===== config.mk =====
export PLATFORM = sky130hd
export DESIGN_NAME = ocb_quant
export DESIGN_NICKNAME = d
export VERILOG_FILES = /design/src/hdl/ocb_pkg.sv /design/src/hdl/ocb_quant.sv
export SDC_FILE = /design/constraint.sdc
export NUM_CORES = 2
export LEC_CHECK = 0
export ABC_AREA = 1
export CAP_MARGIN = 30
export CORE_ASPECT_RATIO = 0.6
export CORE_MARGIN = 2
export CORE_UTILIZATION = 30
export CTS_CLUSTER_DIAMETER = 80
export DETAILED_ROUTE_END_ITERATION = 6
export DONT_BUFFER_PORTS = 1
export HOLD_SLACK_MARGIN = 0.12
export PLACE_DENSITY = 0.51
export SYNTH_ARGS = -nofsm -noshare
export SYNTH_HDL_FRONTEND = slang
export SYNTH_SLANG_ARGS = --single-unit

===== constraint.sdc =====
create_clock -name clock -period 9.2 [get_ports clock]
set_input_delay 1.84 -clock clock [delete_from_list [all_inputs] [get_ports clock]]
set_output_delay 1.84 -clock clock [all_outputs]
set_load 0.005 [all_outputs]

===== src/hdl/ocb_pkg.sv =====
// ----------------------------------------------------------------------------
// ocb_pkg
// Shared types and constants for the octree cell index block: request and
// response payloads and the register map.
// ----------------------------------------------------------------------------
package ocb_pkg;

   localparam int COORD_W     = 32;
   localparam int CELL_INDEX_W = 25;
   localparam int DEPTH_W     = 4;
   localparam int CSR_INDEX_W = 3;
   localparam int CSR_DATA_W  = 32;

   typedef enum logic [CSR_INDEX_W-1:0] {
      CSR_LEVEL    = 3'd0,
      CSR_ORIGIN_X = 3'd1,
      CSR_ORIGIN_Y = 3'd2,
      CSR_ORIGIN_Z = 3'd3,
      CSR_SCALE_X  = 3'd4,
      CSR_SCALE_Y  = 3'd5,
      CSR_SCALE_Z  = 3'd6
   } csr_index_type;

   typedef struct packed {
      logic signed [COORD_W-1:0] min_x;
      logic signed [COORD_W-1:0] min_y;
      logic signed [COORD_W-1:0] min_z;
      logic signed [COORD_W-1:0] max_x;
      logic signed [COORD_W-1:0] max_y;
      logic signed [COORD_W-1:0] max_z;
   } req_type;

   typedef struct packed {
      logic [CELL_INDEX_W-1:0] cell_index;
      logic [DEPTH_W-1:0]      node_depth;
   } rsp_type;

endpackage


===== src/hdl/ocb_quant.sv =====
// ----------------------------------------------------------------------------
// ocb_quant
// One axis lane: subtract the origin, then scale to finest cells.
// Two register stages; the integer part of the product leaves the lane.
// ----------------------------------------------------------------------------
module ocb_quant (
   input  logic                              clock,
   input  logic signed [ocb_pkg::COORD_W-1:0] coord,
   input  logic signed [ocb_pkg::COORD_W-1:0] origin,
   input  logic        [ocb_pkg::COORD_W-1:0] scale,
   output logic                              neg,
   output logic        [ocb_pkg::COORD_W-1:0] cell_idx
);
   import ocb_pkg::*;

   logic signed [COORD_W:0]   diff_ff, diff_in;
   logic        [2*COORD_W-1:0] prod;
   logic                      neg_ff, neg_in;
   logic        [COORD_W-1:0] cell_ff, cell_in;

   always_comb begin
      diff_in = {coord[COORD_W-1], coord} - {origin[COORD_W-1], origin};
      prod    = {{COORD_W{1'b0}}, diff_ff[COORD_W-1:0]} * {{COORD_W{1'b0}}, scale};
      neg_in  = diff_ff[COORD_W];
      cell_in = prod[2*COORD_W-1:COORD_W];
   end

   always_ff @(posedge clock) begin
      diff_ff <= diff_in;
      neg_ff  <= neg_in;
      cell_ff <= cell_in;
   end

   assign neg      = neg_ff;
   assign cell_idx = cell_ff;

endmodule


==> flow_summary.ini <==
[status]
status = completed

[cells_and_area]
antenna_cells = 0
areaGrowthSynthToFinish_pct = 5.84
fin_nets = 6300
layoutNonFillerInstCount = 6719
drive_gt1_share_pct = 2.03

[routing]
vias_per_cell = 4.46
drt-initial-drc-count = 2415
dr.pass1.iters = 6
wl_per_cell_um = 18.2
vias = 29978
route.detailed.drc = 0
drtAntennaViolNets = 0
finalWirelength_um = 122000

[clocking]
htree_levels = 3
clk_path_buf_depth = 2
cts_sinks = 66
postCtsResizedCells = 0
cts.clk_slew.worst_paths_ns = 0.06
holdBufCountCts = 0
clk_latency_ns = 0.39
numCtsBuffers = 9
postCtsSetupBuffers = 0
cts_tree = built
cts-root-buf = clkbuf_16

[placement]
portBuffers = 0
dpl.hpwl_um = 105000
gp_congestion = 0.915
placedCellCount = 6700

[setup_path]
critPathArrivalTime_ns = 8.13
startpoint_type = input pin
startpoint = scale[17]
path_class = input pin to register
cp_common_cell = fa_1
cp_cell_sequence = nand2_1 > inv_1 > fa_1 > inv_1 > fa_1 > inv_1 > fa_1 > inv_1 > fa_1 > inv_1 > fa_1 > fa_1 > fa_1 > fa_1 > ha_1 > nand2_1 > nor2_1 > inv_1 > nor2_1 > a21oi_1 > nand2_1 > nand2_1 > nand3_1 > nand2_1
worstReg2RegStart = diff_ff[9]
critPathSlowestCell = fa_1
cpPeakStageDelay_ns = 0.54
crit_fanout = 32
cp_data_required_time_ns = 9.46
rrSetupSlack_ns = 1.71
cp-end-kind = register

[synth]
synth_top_family_by_area = adder cells
synth-xor-area-share_pct = 0.708
synthArstFlopShare_pct = 0
yosys.area.top_type = fa_1
synth_ff_type = dfxtp_1
synth_nets = 6433
synth_compound_area_share_pct = 3.60
synthAdderAreaFrac_pct = 56.3
syn_area_sq_um = 38300
ys_ff_latch = 66
synthTopCellsByArea = fa_1 (47%), inv_1 (17%), nand2_1 (14%)
synthMuxAreaShare_pct = 0
synthCells = 5148
synth_edf_count = 0
yosysSeqAreaShare_pct = 3.45
ys_warn_count = 0
yosys.area_share.simple_pct = 17.4
synth_top_cell_area_share_pct = 46.8
avgSynthCellArea_sq_um = 7.45
ys_types = 36

[die]
start_util_pct = 30.3
rows = 101
die_y_um = 281
core_area_sq_um = 127000
dieWidth_um = 466
io_pins = 130
die-area_sq_um = 131000

[global_routing]
grt_first_pass_wirelength_um = 192000
overflow = 0
grt_max_degree = 33
grt_antenna_before_repair = 0
grt_pass1_vias = 31619
grt_usage_pct = 19.3

[sta]
worst_slew_margin_rel_pct = 31.0
tightest_slew_ns = 1.03
rsz0062_at_grt = false
fin_tns_setup_ns = 0
whs_ns = 0.330
report.final.slew_viol_count = 0
fin_crit_sh_pct = 85.5
fmax_mhz = 127
finClkSkew_ns = 0.0187
setup_viol = 0
fin_crit_ns = 7.86
hold_violations = 0

[hold_path]
worstHoldStart = diff_ff[32]
hold_class = register to register

[job]
maxCapViolCount = 0
flip-flops by register name, summed over array words and instances (netlist names):
register / flops
cell_idx: 32
diff_ff: 33
neg: 1
cell families after synthesis:
logic type               count (synthesis)
adder cells (fa/ha/maj)               1188
AND/OR/NAND/NOR                       1715
buffers and inverters                 1892
AO/OA/AOI/OAI                          256
XOR/XNOR                                31
flip-flops                              66
cells in the mapped netlist (5+ instances only):
library cell  count
xnor2_1          11
nand3_1          65
a21oi_1         138
inv_2             8
nand2_1        1423
ha_1            292
fa_1            896
nand4_1          10
nand2_2           5
o21bai_1         11
o21ai_0          78
o21ai_2           5
o21a_1            7
inv_1          1692
dfxtp_1          66
a21o_1            7
xor2_1           20
nor2_2           12
nor3_1           26
nor2_1          162
clkbuf_1        189
path summary, 6_finish.rpt:
check	cells past startpoint	endpoint
setup reg to reg	24	cell_idx[19]
setup / recovery	24	cell_idx[13]
hold / removal	0	neg
hold reg to reg	0	neg
cell type report:
class / count / area, sq um
multi-input combinational: 3190 / 29900
timing repair buffer: 48 / 513
clock inverter: 6 / 90.1
clock buffer: 10 / 229
fill: 13684 / 86000
inverter: 1700 / 6380
sequential: 66 / 1320
tap: 1699 / 2130
per-stage QoR:
stage	setup WS (ns)	instance area, sq um	util, %
3_5_place_dp	1.09	40200	31.7
6_report	1.34	40600	32.1
3_3_place_gp	1.00	40100	31.6
5_1_grt	1.12	40600	32.1
4_1_cts	1.46	40500	32.0
2_1_floorplan	1.53	38300	-
layout by cell type (no fill, tap or decap), types with 4 or more instances in the layout:
cell / instances
a21o_1: 7
a21oi_1: 138
buf_16: 7
buf_4: 40
clkbuf_16: 9
dfxtp_1: 64
fa_1: 896
ha_1: 292
inv_1: 1692
inv_2: 8
nand2_1: 1423
nand2_2: 5
nand3_1: 65
nand4_1: 10
nor2_1: 162
nor2_2: 12
nor3_1: 26
nor4_1: 4
o21a_1: 7
o21ai_0: 78
o21ai_1: 4
o21ai_2: 5
o21bai_1: 11
xnor2_1: 11
xor2_1: 20
metal layers:
metal / GRT usage (%) / part of all wire (%)
met3: 4.73 / 9.4
met4: 2.97 / 1.3
met1: 30.3 / 51
met5: 0 / 0
met2: 26.7 / 38
critical path, delay by kind of cell:
kind                       cells  cell delay (ns)
AOI/OAI and AO/OA              1             0.12
adders and majority gates      9             4.46
buffers and inverters          6             0.44
and+or+nand+nor                8             1.24
Power is not shown: default switching activity piles up to over one toggle a cycle in this logic, so the estimate is an artifact.
