`config.mk`:
```
export PLATFORM = sky130hd
export DESIGN_NAME = ocb_encode
export DESIGN_NICKNAME = d
export VERILOG_FILES = /design/src/hdl/ocb_pkg.sv /design/src/hdl/ocb_encode.sv
export SDC_FILE = /design/constraint.sdc
export NUM_CORES = 1
export LEC_CHECK = 0
export BUFFER_PORTS_ARGS = -buffer_cell sky130_fd_sc_hd__buf_2
export CELL_PAD_IN_SITES_DETAIL_PLACEMENT = 0
export CELL_PAD_IN_SITES_GLOBAL_PLACEMENT = 1
export CORE_MARGIN = 3
export CORE_UTILIZATION = 35
export DETAILED_ROUTE_END_ITERATION = 7
export PLACE_DENSITY = 0.82
export SYNTH_ARGS = -nofsm -noshare
export SYNTH_HDL_FRONTEND = slang
export SYNTH_SLANG_ARGS = --single-unit
export TNS_END_PERCENT = 100
```
`constraint.sdc`:
```
create_clock -name clock -period 4.07 [get_ports clock]
set_input_delay 1.0175 -clock clock [delete_from_list [all_inputs] [get_ports clock]]
set_output_delay 1.0175 -clock clock [all_outputs]
set_load 0.005 [all_outputs]
```
`src/hdl/ocb_pkg.sv`:
```
// ----------------------------------------------------------------------------
// ocb_pkg
// Shared types and constants for the octree cell index block: request and
// response payloads and the register map.
// ----------------------------------------------------------------------------
package ocb_pkg;

   localparam int COORD_W     = 32;
   localparam int CELL_INDEX_W = 25;
   localparam int DEPTH_W     = 4;
   localparam int CSR_INDEX_W = 3;
   localparam int CSR_DATA_W  = 32;

   typedef enum logic [CSR_INDEX_W-1:0] {
      CSR_LEVEL    = 3'd0,
      CSR_ORIGIN_X = 3'd1,
      CSR_ORIGIN_Y = 3'd2,
      CSR_ORIGIN_Z = 3'd3,
      CSR_SCALE_X  = 3'd4,
      CSR_SCALE_Y  = 3'd5,
      CSR_SCALE_Z  = 3'd6
   } csr_index_type;

   typedef struct packed {
      logic signed [COORD_W-1:0] min_x;
      logic signed [COORD_W-1:0] min_y;
      logic signed [COORD_W-1:0] min_z;
      logic signed [COORD_W-1:0] max_x;
      logic signed [COORD_W-1:0] max_y;
      logic signed [COORD_W-1:0] max_z;
   } req_type;

   typedef struct packed {
      logic [CELL_INDEX_W-1:0] cell_index;
      logic [DEPTH_W-1:0]      node_depth;
   } rsp_type;

endpackage

```
`src/hdl/ocb_encode.sv`:
```
// ----------------------------------------------------------------------------
// ocb_encode
// Clamp the six cells to the active level, interleave each corner into a
// Morton code and register the corner difference with the max corner code.
// ----------------------------------------------------------------------------
module ocb_encode #(
   parameter int MAX_LEVEL = 8
) (
   input  logic                                     clock,
   input  logic [ocb_pkg::DEPTH_W-1:0]              lv,
   input  logic [2:0]                               lo_neg,
   input  logic [2:0][ocb_pkg::COORD_W-1:0]         lo_cell,
   input  logic [2:0]                               hi_neg,
   input  logic [2:0][ocb_pkg::COORD_W-1:0]         hi_cell,
   output logic [3*MAX_LEVEL-1:0]                   diff,
   output logic [3*MAX_LEVEL-1:0]                   hi_code
);
   import ocb_pkg::*;

   logic [MAX_LEVEL-1:0]       cellmax;
   logic [2:0][MAX_LEVEL-1:0]  lo_sat, hi_sat;
   logic [3*MAX_LEVEL-1:0]     lo_code, hi_code_in, diff_in;
   logic [3*MAX_LEVEL-1:0]     diff_ff, hi_code_ff;

   always_comb begin
      cellmax = {MAX_LEVEL{1'b1}} >> (DEPTH_W'(MAX_LEVEL) - lv);
      for (int a = 0; a < 3; a++) begin
         if (lo_neg[a])
            lo_sat[a] = '0;
         else if ((lo_cell[a] >> lv) != '0)
            lo_sat[a] = cellmax;
         else
            lo_sat[a] = lo_cell[a][MAX_LEVEL-1:0];
         if (hi_neg[a])
            hi_sat[a] = '0;
         else if ((hi_cell[a] >> lv) != '0)
            hi_sat[a] = cellmax;
         else
            hi_sat[a] = hi_cell[a][MAX_LEVEL-1:0];
      end
      for (int i = 0; i < MAX_LEVEL; i++) begin
         for (int a = 0; a < 3; a++) begin
            lo_code[3*i+a]    = lo_sat[a][i];
            hi_code_in[3*i+a] = hi_sat[a][i];
         end
      end
      diff_in = lo_code ^ hi_code_in;
   end

   always_ff @(posedge clock) begin
      diff_ff    <= diff_in;
      hi_code_ff <= hi_code_in;
   end

   assign diff    = diff_ff;
   assign hi_code = hi_code_ff;

endmodule

```
==> summary.txt <==
Outcome
  – Status: completed

GRT
  – Global-route usage over all layers: 0.2270
  – Grt ovf: 0
  – Vias in the first global route: 6434
  – Global-route wire length before repair: between 30000 and 40000 um
  – Largest net degree at the start of global routing: 90
  – Initial antenna violation count: 5

Synth
  – Post-synthesis cell area: 5931 um^2
  – Post-synth top flop: dfxtp_1
  – Yosys cell types: 65
  – Seq/Total Area, Yosys: 0.1620
  – Synth top area cells: dfxtp_1 (16%), mux2i_1 (16%), mux2_2 (7.0%)
  – Mean Syn Cell Area: 7.653 um^2
  – Syn Nets: a little under 1000
  – Mapped Cells: about 780
  – Share of the synthesized area in the top cell type: 0.1620
  – Async SR Flop Fraction: 0
  – Post-synth EDFFs: 0
  – Yosys synthesis warning count: 0
  – Cell taking the most area after synthesis: dfxtp_1
  – Yosys reg bits: 48

Clock tree
  – H-tree depth: 2
  – CTS tree: yes
  – CTS sink count: 48
  – Max Root-Sink Buffers: 2
  – Total CTS buffers: 5
  – Post-CTS Setup Inserts: 0
  – CTS hold repair buffers: 0
  – CTS Root Cell: clkbuf_16
  – Post-CTS sizing: 0
  – Reg clk slew, reported paths: 0.06 ns

Worst setup path
  – Cells along the critical path: buf_4, buf_4, mux2_2, nor4_1, a21oi_1, o211ai_1, nor4b_2, o2111ai_2, mux2_2, xnor2_1
  – Worst setup path category: in -> reg
  – Worst Setup Start Kind: input pin
  – CP endpoint kind: flip-flop
  – CP max FO: 26
  – Max incr delay on CP: 0.41 ns
  – Req. time, crit path: 4.24 ns
  – WP data arrival: 3.83 ns
  – CP max stage cell: mux2_2

Finish
  – Final Cell Area: 7552 um^2
  – Fin nets: 1207
  – Area grow syn2layout: 27.34%
  – Final core utilization: 0.4653
  – Share of cells above drive strength 1: 0.3427
  – Fillers: 1702

Detailed routing
  – Detail Route Antenna Nets: 0
  – Via Count: 6752
  – DRC Markers: 0
  – Avg Vias per Cell: 5.534
  – Initial DRT Pass Iterations: 4
  – DR WL/cell: between 15 and 20 um
  – DR iter-0 viols: roughly 450
  – Detailed Route WL: 22150 um

Placed design
  – Placed Area: between 7000 and 8000 um^2
  – Detailed Place HPWL: 18130 um
  – Port bufs: 250
  – Final Wtd Congestion: ~0.94

Die
  – Core area: 16230 um^2
  – Num rows: 46
  – Die Wd: 136.2 um
  – DIE AREA: 18540 um^2
  – Die height: around 140 um
  – # IOs: 251
  – Initial Util: 0.3654

Timing
  – RSZ-0062 raised after global routing: false
  – Final Setup Violations: 0
  – Fmax: 0.2733 GHz
  – Final worst-path cycle share: 0.8992
  – Slew @ Worst Pin: approximately 0.75 ns
  – Final hold vios: 0
  – Sum Neg Setup Slack: 0 ns
  – Hold WS: 1.119 ns
  – Max-slew headroom: 0.4903
  – Final Slew Violations: 0
  – Min Tclk post-route: 3.660 ns

Min path
  – Hold Crit Class: in -> reg

Pwr
  – Pwr Density: 219.9 nW/um^2
  – Total power: 1.661 mW
  – Worst VDD drop: about 0.00016 V
  – Total leakage power: 3.495 nW

Flow run
  – Max_cap viols: 0
layout by cell type (no fill, tap or decap), types with 8 or more instances in the layout:
cell type	n
mux2_2	37
a2111oi_0	13
or2_2	17
buf_4	21
nor2_1	105
o21ai_0	22
xnor2_1	18
dfxtp_1	48
nor3_1	37
nor3b_1	9
inv_1	25
nand2_1	29
a32oi_1	20
a21oi_1	33
mux2i_1	94
buf_2	248
o211ai_1	8
nor4_1	11
nor2b_1	60
xor2_1	8
a211oi_1	11
cells in the mapped netlist (6+ instances only):
master / instances
a2111oi_0: 13
a211oi_1: 11
a21oi_1: 33
a22oi_1: 7
a31oi_1: 7
a32oi_1: 20
and2_1: 7
buf_2: 19
buf_4: 7
buf_6: 6
clkbuf_1: 20
dfxtp_1: 48
inv_1: 25
mux2_2: 37
mux2i_1: 94
nand2_1: 29
nand2b_1: 6
nor2_1: 105
nor2b_1: 60
nor3_1: 37
nor3b_1: 9
nor4_1: 11
o211ai_1: 8
o21ai_0: 22
o32ai_1: 6
or2_2: 17
xnor2_1: 18
xor2_1: 8
stage by stage:
step	setup slack, ns	std cells
after floorplan	0.6093	775
final	0.4105	1220
after global routing	0.01918	1220
after global placement	0.1322	1209
after CTS	0.4370	1217
after detailed placement	0.1446	1209
layer usage:
layer  vias to the layer above  global-route usage  wire length (um)
met1                      3142              0.2954              9647
met4                         4             0.07671               615
met2                       247              0.3778             10350
li1                       3322                   -                 -
met5                         -                   0                21
met3                        37             0.04108              1516
state kept, by name, indices dropped and copies added (netlist names):
| register | count |
|---|---|
| hi_code | 24 |
| diff | 24 |
critical path: cells and delay by family:
family	cells	cell delay, ns
AO/OA/AOI/OAI	3	0.73
AND/OR/NAND/NOR	2	0.58
XOR/XNOR	1	0.13
multiplexers	2	0.78
buffers and inverters	2	0.58
final timing paths:
| kind | start | to | cells past startpoint |
|---|---|---|---|
| hold / removal | lo_cell[71] | diff[23] | 4 |
| setup / recovery | lv[0] | diff[7] | 10 |
report_power, final:
group,leakage (nW),switching (mW),internal [mW],total (mW)
combinational,3.01,0.355,0.294,0.649
sequential,0.397,0.0103,0.512,0.523
clock,0.0901,0.166,0.323,0.489
layout make-up:
type                    count  area, um^2  area share
clock buffers               7       152.6     0.02021
repair buffers            272        1459      0.1932
diodes                      3       7.507   0.0009940
flip-flops and latches     48       960.9      0.1272
clock inverters             1       30.03    0.003976
well taps                 216       270.3     0.03579
inverters                  26       97.59     0.01292
multi-input cells         647        4574      0.6057
cells by family (layout without fill, tap and decap cells):
group,count (synthesis),in the layout,synth area share
AO/OA/AOI/OAI,178,178,0.2207
XOR/XNOR,26,26,0.03840
adder cells (fa/ha/maj),4,4,0.008439
buffers and inverters,80,306,0.06667
flip-flops,48,48,0.1620
multiplexers,136,136,0.2441
other,0,3,0
AND/OR/NAND/NOR,303,303,0.2597
Note: power is estimated with default switching activity, not from simulation.
