--- config.mk ---
export PLATFORM = sky130hd
export DESIGN_NAME = ocb_depth
export DESIGN_NICKNAME = d
export VERILOG_FILES = /design/src/hdl/ocb_pkg.sv /design/src/hdl/ocb_depth.sv
export SDC_FILE = /design/constraint.sdc
export NUM_CORES = 1
export LEC_CHECK = 0
export BUFFER_PORTS_ARGS = -buffer_cell sky130_fd_sc_hd__buf_2
export CELL_PAD_IN_SITES_DETAIL_PLACEMENT = 2
export CELL_PAD_IN_SITES_GLOBAL_PLACEMENT = 2
export CORE_MARGIN = 4
export CORE_UTILIZATION = 38
export DETAILED_ROUTE_END_ITERATION = 7
export HOLD_SLACK_MARGIN = 0.15
export MAX_ROUTING_LAYER = met4
export PLACE_DENSITY = 0.92
export SKIP_CTS_REPAIR_TIMING = 1
export SLEW_MARGIN = 10
export SYNTH_ARGS = -nofsm -noshare
export SYNTH_HDL_FRONTEND = slang
export SYNTH_SLANG_ARGS = --single-unit
--- constraint.sdc ---
create_clock -name clock -period 5.3 [get_ports clock]
set_input_delay 0.53 -clock clock [delete_from_list [all_inputs] [get_ports clock]]
set_output_delay 0.53 -clock clock [all_outputs]
set_load 0.02 [all_outputs]
--- src/hdl/ocb_pkg.sv ---
// ----------------------------------------------------------------------------
// ocb_pkg
// Shared types and constants for the octree cell index block: request and
// response payloads and the register map.
// ----------------------------------------------------------------------------
package ocb_pkg;

   localparam int COORD_W     = 32;
   localparam int CELL_INDEX_W = 25;
   localparam int DEPTH_W     = 4;
   localparam int CSR_INDEX_W = 3;
   localparam int CSR_DATA_W  = 32;

   typedef enum logic [CSR_INDEX_W-1:0] {
      CSR_LEVEL    = 3'd0,
      CSR_ORIGIN_X = 3'd1,
      CSR_ORIGIN_Y = 3'd2,
      CSR_ORIGIN_Z = 3'd3,
      CSR_SCALE_X  = 3'd4,
      CSR_SCALE_Y  = 3'd5,
      CSR_SCALE_Z  = 3'd6
   } csr_index_type;

   typedef struct packed {
      logic signed [COORD_W-1:0] min_x;
      logic signed [COORD_W-1:0] min_y;
      logic signed [COORD_W-1:0] min_z;
      logic signed [COORD_W-1:0] max_x;
      logic signed [COORD_W-1:0] max_y;
      logic signed [COORD_W-1:0] max_z;
   } req_type;

   typedef struct packed {
      logic [CELL_INDEX_W-1:0] cell_index;
      logic [DEPTH_W-1:0]      node_depth;
   } rsp_type;

endpackage

--- src/hdl/ocb_depth.sv ---
// ----------------------------------------------------------------------------
// ocb_depth
// Find the deepest node that holds both corners, then form its linear index
// from the level offset and the max corner code prefix.
// ----------------------------------------------------------------------------
module ocb_depth #(
   parameter int MAX_LEVEL = 8
) (
   input  logic                         clock,
   input  logic [ocb_pkg::DEPTH_W-1:0]  lv,
   input  logic [3*MAX_LEVEL-1:0]       diff,
   input  logic [3*MAX_LEVEL-1:0]       hi_code,
   output ocb_pkg::rsp_type             rsp
);
   import ocb_pkg::*;

   localparam int SH_W = $clog2(3*MAX_LEVEL + 1);

   logic [DEPTH_W-1:0]      shift;
   logic [DEPTH_W-1:0]      depth_ff, depth_in;
   logic [SH_W-1:0]         shift3_ff, shift3_in;
   logic [3*MAX_LEVEL-1:0]  hi_ff;
   logic [CELL_INDEX_W-1:0] offset;
   rsp_type                 rsp_ff, rsp_in;

   always_comb begin
      shift = '0;
      for (int i = 0; i < MAX_LEVEL; i++) begin
         if (diff[3*i +: 3] != 3'b000)
            shift = DEPTH_W'(i + 1);
      end
      depth_in  = lv - shift;
      shift3_in = SH_W'(shift) * SH_W'(3);
   end

   always_ff @(posedge clock) begin
      depth_ff  <= depth_in;
      shift3_ff <= shift3_in;
      hi_ff     <= hi_code;
   end

   always_comb begin
      offset = '0;
      for (int k = 0; k < MAX_LEVEL; k++) begin
         if (DEPTH_W'(k) < depth_ff)
            offset[3*k] = 1'b1;
      end
      rsp_in.cell_index = offset + CELL_INDEX_W'(hi_ff >> shift3_ff);
      rsp_in.node_depth = depth_ff;
   end

   always_ff @(posedge clock) begin
      rsp_ff <= rsp_in;
   end

   assign rsp = rsp_ff;

endmodule

==> summary.md <==
### Outcome
- finished clean — run status

### Logic synthesis
- 0 — number of enable flip-flop cells after synthesis
- 4020 sq um — post-synth design cell area
- 10.5 sq um — average cell area after synthesis
- 0% — Synth async-reset ratio
- 453 — net count of the mapped netlist
- sky130_fd_sc_hd__dfxtp_1 — Synth area leader
- sky130_fd_sc_hd__dfxtp_1 (62), sky130_fd_sc_hd__mux4_2 (28), sky130_fd_sc_hd__nor2_1 (27), sky130_fd_sc_hd__nand2_1 (21) — Commonest cells post-synth
- 384 — instance count of the mapped netlist
- sky130_fd_sc_hd__dfxtp_1 — cell with the most instances after synthesis
- 30.9% — area share of the largest cell type after synthesis
- 65 — number of distinct library cells after synthesis
- 0 — count of warnings emitted by yosys
- sky130_fd_sc_hd__dfxtp_1 — top flip-flop cell by instance count after synthesis
- 30.9% — sequential-to-total area share from yosys stat
- sky130_fd_sc_hd__dfxtp_1 (31%), sky130_fd_sc_hd__mux4_2 (16%), sky130_fd_sc_hd__mux2i_1 (4.7%) — top area cells in the synthesized netlist
- 62 — register bit count reported by yosys

### Placement
- 4470 sq um — placed inst area
- 0.885 — Final GP Congestion
- 10,200 um — placed wire-length estimate
- 81 — number of port buffers
- 585 — DP Cell Count
- 1070 ps — worst setup slack after placement

### Die
- 37 — count of standard-cell rows
- 12,300 sq um — floorplan die area
- 82 — number of top-level pins
- 111 um — Die Width
- 10,300 sq um — core area
- 111 um — vertical die dimension
- 38.9% — Initial Util

### Cells and area
- 0 — number of antenna cells inserted
- 35.3% — share of final-layout standard cells stronger than drive strength 1
- 4700 sq um — Final Cell Area
- 1,102 — number of inserted filler cells in the final layout
- 16.8% — layout-stage area growth over the synthesis result
- 529 — Nets
- 601 — Finished Layout Cells

### CTS
- sky130_fd_sc_hd__clkbuf_8 — clk root buf
- 3 — htree depth
- 80 ps — Clock transition at path regs
- yes — clock tree from TritonCTS
- 9 — clock buffers created by TritonCTS
- 62 — total number of clock tree sinks
- 2 — Longest Clk Path Bufs
- 340 ps — clock latency on the worst-skew pair

### STA
- 1030 ps — actual transition at the worst max-transition pin
- 0 ps — summed negative setup slack over all endpoints
- 10.8 ps — final setup skew
- no — unrepaired setup endpoints after global routing
- 0 — endpoints failing hold
- 4430 ps — time the worst path needs with I/O delays and setup
- 0 — total count of max-transition violations in the final report
- 866 ps — setup ws final
- 0 — final-report setup violation count
- 31.5% — max_slew headroom
- 83.7% — Final Cycle Share
- 226 MHz — Max Freq

### Pwr
- 1.95 nW — Leak
- 171 uV — maximum VDD drop
- 284 nW/um^2 — power density over cell area
- 1.33 mW — Power, Total

### Worst setup path
- flip-flop — critical path capture point type
- flip-flop — critical path launch point type
- 5510 ps — WP data required
- 40 — Worst Path Max Fanout
- 4640 ps — Arrival @ worst endpoint
- reg2reg — CP Class

### Route
- 23.4 um — average wire per cell in the routed design
- 5.85 — vias per cell
- 4 — Pre-Repair DR Iteration Count
- 0 — DRC Markers
- 3,518 — total via count in the routed design
- 14,100 um — final wirelength
- 0 — Post-DRT Antenna Nets
- 172 — number of DRC markers after the initial detailed-route iteration

### GRT
- 0 — initial antenna violation count
- 23.3% — total track usage
- 41 — maximum number of pins on one net before global-route repair
- 0 — total gr overflow
- 22,200 um — first-pass GRT wire length
- 3,925 — vias in the first global route

### Min path
- in2reg — Hold/Removal Path Class

### Flow run
- 0 — total of max-cap violations

==> metrics by stage <==
stage,util (%),hold slack (ps)
after floorplan,-,355
after global placement,43.3,367
after detailed placement,43.3,380
after CTS,45.5,271
after global routing,45.5,267
final,45.5,281
==> critical path: stages, from the launching register on <==
cell	delay, ps
sky130_fd_sc_hd__dfxtp_2	1010
sky130_fd_sc_hd__buf_4	330
sky130_fd_sc_hd__mux4_2	510
sky130_fd_sc_hd__mux4_2	480
sky130_fd_sc_hd__inv_1	80
sky130_fd_sc_hd__o22ai_1	80
sky130_fd_sc_hd__ha_1	310
sky130_fd_sc_hd__ha_1	250
sky130_fd_sc_hd__a31oi_1	410
sky130_fd_sc_hd__nor4_1	190
sky130_fd_sc_hd__o211a_1	320
sky130_fd_sc_hd__o21ai_1	210
sky130_fd_sc_hd__xnor2_1	100
==> logic make-up (layout without fill, tap and decap cells) <==
logic type	count (synthesis)	after routing	synth area share, %
AO/OA/AOI/OAI	80	80	16.0
XOR/XNOR	24	24	5.23
adder cells (fa/ha/maj)	16	16	5.35
buffers and inverters	37	118	5.38
flip-flops	62	62	30.9
multiplexers	60	60	24.1
AND/OR/NAND/NOR	105	105	13.1
==> metal layers <==
layer | share of wire [%] | vias to the layer above | global-route usage (%)
li1 | - | 1598 | -
met1 | 40 | 1778 | 26.6
met2 | 52 | 110 | 41.0
met3 | 4.7 | 32 | 4.20
met4 | 2.8 | 0 | 8.46
met5 | 0 | - | -
==> where the power goes <==
part	switching, mW	total [mW]	internal [mW]
combinational	0.177	0.310	0.133
clock	0.205	0.471	0.266
sequential	0.0463	0.551	0.505
==> layout by cell type, fill, tap and decap left out, drive strengths merged, types with 2 or more instances in the layout <==
cell type,Yosys,final
xnor2,14,14
xor2,10,10
dfxtp,62,62
inv,17,18
o22ai,7,7
a21o,5,5
or3,3,3
nor3b,2,2
o211a,2,2
ha,14,14
bufinv,0,2
clkinvlp,0,2
clkbuf,7,9
and2,3,3
a21oi,11,11
a21boi,2,2
nand2,21,21
nor4,4,4
or2,6,6
o211ai,7,7
fa,2,2
nor2,27,27
clkinv,0,2
mux2,13,13
o21ai,14,14
buf,13,85
nor3,21,21
nand3,3,3
nor2b,4,4
a221oi,3,3
a22oi,3,3
a211oi,5,5
o21a,4,4
o41ai,3,3
a41oi,2,2
o32ai,2,2
a31oi,2,2
mux2i,19,19
mux4,28,28
nand2b,7,7
==> area by class of cell <==
type / instances / area (sq um) / area share [%]
repair buffers: 85 / 435 / 9.27
clock buffers: 9 / 124 / 2.64
flip-flops and latches: 62 / 1240 / 26.5
inverters: 17 / 63.8 / 1.36
well taps: 136 / 170 / 3.62
clock inverters: 7 / 97.6 / 2.08
multi-input cells: 285 / 2560 / 54.6
==> registers in the layout (all words and copies together) (netlist names) <==
name       cells
shift3_ff      5
rsp           29
depth_ff       4
hi_ff         24
==> path summary, 6_finish.rpt <==
kind           startpoint        to  slack (ps)  cells past startpoint
max          shift3_ff[0]   rsp[24]         870                     12
min            hi_code[1]  hi_ff[1]         280                      1
max reg2reg  shift3_ff[0]   rsp[24]         870                     12
min reg2reg   depth_ff[1]    rsp[1]         400                      0
Power figures use the tool's default switching activity.
